--- src/rtl/frs_ram.sv ---
// Generic single-write, single-read synchronous RAM with registered read.
// No dependencies.
module frs_ram #(
  parameter int Width = 8,
  parameter int Depth = 64
) (
  input  logic                     clk_i,
  input  logic                     we_i,
  input  logic [$clog2(Depth)-1:0] waddr_i,
  input  logic [Width-1:0]         wdata_i,
  input  logic                     re_i,
  input  logic [$clog2(Depth)-1:0] raddr_i,
  output logic [Width-1:0]         rdata_o
);

  logic [Width-1:0] mem_q [Depth];
  logic [Width-1:0] rdata_q;

  always_ff @(posedge clk_i) begin
    if (we_i) begin
      mem_q[waddr_i] <= wdata_i;
    end
    if (re_i) begin
      rdata_q <= mem_q[raddr_i];
    end
  end

  assign rdata_o = rdata_q;

endmodule

--- config.mk ---
export PLATFORM = sky130hd
export DESIGN_NAME = frs_ram
export DESIGN_NICKNAME = d
export VERILOG_FILES = /design/src/rtl/frs_ram.sv
export SDC_FILE = /design/constraint.sdc
export NUM_CORES = 1
export LEC_CHECK = 0
export ABC_AREA = 1
export ABC_CLOCK_PERIOD_IN_PS = 2200
export BUFFER_PORTS_ARGS = -buffer_cell sky130_fd_sc_hd__buf_4
export CAP_MARGIN = 5
export CORE_MARGIN = 2
export CORE_UTILIZATION = 50
export CTS_BUF_LIST = sky130_fd_sc_hd__clkbuf_8
export DETAILED_ROUTE_END_ITERATION = 6
export PLACE_DENSITY = 0.73
export SYNTH_ARGS = -nofsm -noshare
export SYNTH_HDL_FRONTEND = slang
export SYNTH_SLANG_ARGS = --single-unit
export TNS_END_PERCENT = 5
--- constraint.sdc ---
create_clock -name clk_i -period 2.2 [get_ports clk_i]
set_input_delay 0.44 -clock clk_i [delete_from_list [all_inputs] [get_ports clk_i]]
set_output_delay 0.44 -clock clk_i [all_outputs]
set_load 0.02 [all_outputs]
Yosys cells after proc, flatten, opt, wreduce, memory -nomap -nowiden
Memory sizes are Yosys's and may differ from the RTL's. A register that Yosys moved wholly into a read port is not among the register bits.
Index checks and enable logic that the tools add are counted.
{"block": "totals", "regBits": 0, "mem_bits_rw": 512, "out_inout_bits": 8, "wordCells": 3, "n_memories": 1}
{"name": "mem_q", "words": 64, "width": 8, "read_ports": 1, "rd_ports_with_merged_regs": 1, "wr": 1, "line_no": "16", "text": "logic [Width-1:0] mem_q [Depth];"}
{"block": "classes", "muxes": 2}
{"op": "two-way mux 1 bit", "n": 2}

Depth between registers and ports, before layout
{"block": "logic_depth", "depth_word": 2, "ltp_mapped": 12, "mapped_depth_nobuf": 9}

Worst setup path after synthesis
OpenSTA, ideal clock, no wires.
{"block": "synth_timing", "path_kind": "input-to-reg", "from": "input we_i", "to": "memory mem_q[48][0], enable pin", "setup_time_ns": 0.395, "arrival_ns": 1.811, "slack_ns": -0.006, "stages": 3, "n_path_buf": 1, "cell_sequence": "clkbuf_1 > nand4_1 > nor4_1"}
{"block": "synth_via", "elab_chain_cells": 2}
{"element": "from (decl)", "line_no": "8", "text": "input logic we_i,"}
{"element": "two-way mux 1 bit", "line_no": "20", "text": "if (we_i) begin"}
{"element": "two-way mux 1 bit (not written as such)", "line_no": "21", "text": "mem_q[waddr_i] <= wdata_i;"}
{"element": "to (decl)", "line_no": "16"}
Every way passes these cells.

Worst setup path after layout
{"block": "layout_timing", "from": "register rdata_q[3], in the netlist rdata_o[3], read port of mem_q", "to": "output rdata_o[3]"}
{"element": "from (decl)", "line_no": "17", "text": "logic [Width-1:0] rdata_q;"}
{"element": "to (decl)", "line_no": "13", "text": "output logic [Width-1:0] rdata_o"}
No word-level cell between the ends.

==> results.sh <==
export IMPL_result_of_the_run="completed"
export IMPL_post_place_ws_ns=0.0572
export IMPL_cts_sink_count=520
export IMPL_worstPathBufferInverterCount=1
export IMPL_num_rows=75
export IMPL_fin_nets=1937
export IMPL_worst_hold_path_num_cells=1
export IMPL_grt_overflow_total=0
export IMPL_setup_ws_ns=0.520
export IMPL_clk_path_buf_depth=3
export IMPL_drt_total_wl_mm=52.6
export IMPL_ratio_of_routed_vias_to_standard_cells=5.73
export IMPL_power_static_leakage_nw=8.91
export IMPL_layout_drive_gt1_share_pct=12.3
export IMPL_insertion_delay_ns=0.64
export IMPL_hold_path_class="in -> reg"
export IMPL_yosys_warnings=0
export IMPL_met3_wirelength_mm=5.37
export IMPL_postSynthNetCount=1828
export IMPL_grt_setup_unrepaired="false"
export IMPL_syn_area_per_cell_um2=11.9
export IMPL_drtAntennaViolNets=0
export IMPL_dp_final_hpwl_mm=31.8
export IMPL_ys_seq_area_share_pct=72.9
export IMPL_drt_wirelength_per_cell_um=20.9
export IMPL_worst_ep_required_ns=1.76
export IMPL_cts_repair_resized=0
export IMPL_layout_area_overhead_vs_synth_pct=12.3
export IMPL_antenna_found_initial=3
export IMPL_clockRootBuffer="clkbuf_8"
export IMPL_startpoint_type="register"
export IMPL_maximum_number_of_pins_on_one_net_before_global_route_repair=104
export IMPL_final_min_period_over_clock_period_pct=76.4
export IMPL_design_core_area_um2=42100
export IMPL_timing_critical_path_arrival_ns=1.24
export IMPL_grt_util_all_layers_pct=24.1
export IMPL_place_area_um2=22600
export IMPL_critical_path_max_stage_delay_ns=0.42
export IMPL_netlist_area_um2=21400
export IMPL_remaining_drc_errors=0
export IMPL_cp_depth=1
export IMPL_synth_seq_cells=520
export IMPL_clock_tree_from_tritoncts="built"
export IMPL_numPortBuffers=30
export IMPL_ir_drop_uv=592
export IMPL_clock_tree_htree_level_count=3
export IMPL_holdBufCountCts=0
export IMPL_route_vias_total=14400
export IMPL_synth_cell_type_count=15
export IMPL_max_cap_viol_count=0
export IMPL_pin_count=31
export IMPL_drt_pass1_iterations=6
export IMPL_dr_wl_met2_mm=24.1
export IMPL_place_congestion=0.867
export IMPL_postCtsSetupBuffers=0
export IMPL_placed_cells=2372
export IMPL_wirelength_met1_mm=21.6
export IMPL_slew_limit_fails=0
export IMPL_dieWidth_um=211
export IMPL_critPathKind="reg -> out"
export IMPL_worstPathMaxFanout=1
export IMPL_slew_headroom_pct=20.8
export IMPL_top_layer="met5"
export IMPL_timing_critical_path_cells="buf_4"
export IMPL_power_per_cell_area_nw_per_um2=819
export IMPL_setup_total_negative_slack_ns=0
export IMPL_grt_pass1_vias=13800
export IMPL_report_final_setup_viol=0
export IMPL_finalHoldWorstSlack_ns=0.126
export IMPL_worstRegToRegCells=8
export IMPL_grt_pass1_wl_mm=80.8
export IMPL_critical_path_top_delay_family="flip-flops"
export IMPL_final_instance_count_excl_fill=2516
export IMPL_period_needed_ns=1.68
export IMPL_fin_area_um2=24100
export IMPL_timing_final_hold_violations=0
export IMPL_chipHeight_um=211
export IMPL_cts_reportedPaths_clkPinSlew_ns=0.06
export IMPL_worst_clock_skew_ns=0.0175
export IMPL_cts_buffers_inserted=79
export IMPL_worst_max_slew_pin_slew_ns=1.19
export IMPL_initial_core_util_pct=50.8
export IMPL_post_synth_inst_count=1805
export IMPL_violation_count_after_the_first_detailed_routing_iteration=1992
export IMPL_maxClockFrequency_mhz=595
export IMPL_critPathCaptureType="output port"
export IMPL_fp_dieArea_um2=44500
export IMPL_worst_path_max_delay_cell="edfxtp_1"
flip-flops by register name (all words and copies together), names as in the netlist:
signal,cells
mem_q,512
rdata_o,8
cells in the final DEF (no fill, tap or decap), types with 2 or more instances in the layout:
| master | count |
|---|---|
| nand2_1 | 648 |
| edfxtp_1 | 520 |
| nand3_1 | 439 |
| buf_4 | 118 |
| clkbuf_8 | 79 |
| nor2_1 | 56 |
| inv_1 | 37 |
| buf_12 | 22 |
| clkinv_1 | 16 |
| clkinv_2 | 11 |
| nand4_1 | 9 |
| nor4_1 | 8 |
| inv_6 | 5 |
| clkinvlp_4 | 3 |
| bufinv_16 | 2 |
where the power goes:
part           total [W]  switching (W)  leakage, nW  internal, W
registers         0.0110      0.0000241         4.69       0.0110
clock network    0.00731        0.00369        0.832      0.00362
logic            0.00137       0.000983         3.39     0.000387
total             0.0197        0.00470         8.91       0.0150
synthesized netlist by cell type:
library cell  number  area, um^2
nand2_1          648        2430
edfxtp_1         520       15600
nand3_1          439        2200
nor2_1            56         210
buf_2             37         185
buf_6             35         394
clkbuf_1          15        56.3
buf_4             14         105
buf_1             10        37.5
inv_1             10        37.5
nand4_1            9        56.3
nor4_1             8        50.1
buf_8              2        30.0
inv_2              1        3.75
inv_6              1        8.76
routing by layer:
layer  vias up  track usage, %
met5         -               0
met4         4            8.47
met3       115            5.28
met2       791            36.7
met1      6929            34.4
li1       6584               -
logic make-up (layout without fill, tap and decap cells):
| logic type | after synthesis | in the layout | share of synthesized area, % |
|---|---|---|---|
| simple gates | 1160 | 1160 | 23.1 |
| flops | 520 | 520 | 72.9 |
| buf+inv | 125 | 296 | 4.01 |
| other cells | 0 | 1 | 0 |
path summary, 6_finish.rpt:
path	startpoint	end	slack (ns)
worst max register to register	mem_q[35][1]$_DFFE_PP_	rdata_o[1]$_DFFE_PP_	0.62
worst max-delay path	rdata_o[3]$_DFFE_PP_	rdata_o[3]	0.52
worst min register to register	mem_q[14][6]$_DFFE_PP_	rdata_o[6]$_DFFE_PP_	0.90
worst min-delay path	re_i	rdata_o[4]$_DFFE_PP_	0.13
final cells by class:
type / count / area (um^2)
Fill cell: 3338 / 18100
Sequential cell: 520 / 15600
Multi-Input combinational cell: 1160 / 4950
Timing Repair Buffer: 141 / 1340
Clock buffer: 79 / 1090
Tap cell: 539 / 674
Clock inverter: 64 / 338
Inverter: 12 / 52.6
Antenna cell: 1 / 2.50
stage by stage:
| stage | power [W] | util (%) |
|---|---|---|
| floorplan | 0.0120 | - |
| CTS | 0.0198 | 57.1 |
| global placement | 0.0125 | 53.7 |
| detailed placement | 0.0126 | 53.7 |
| global route | 0.0203 | 57.1 |
| finish | 0.0197 | 57.1 |
Power figures use the tool's default switching activity.
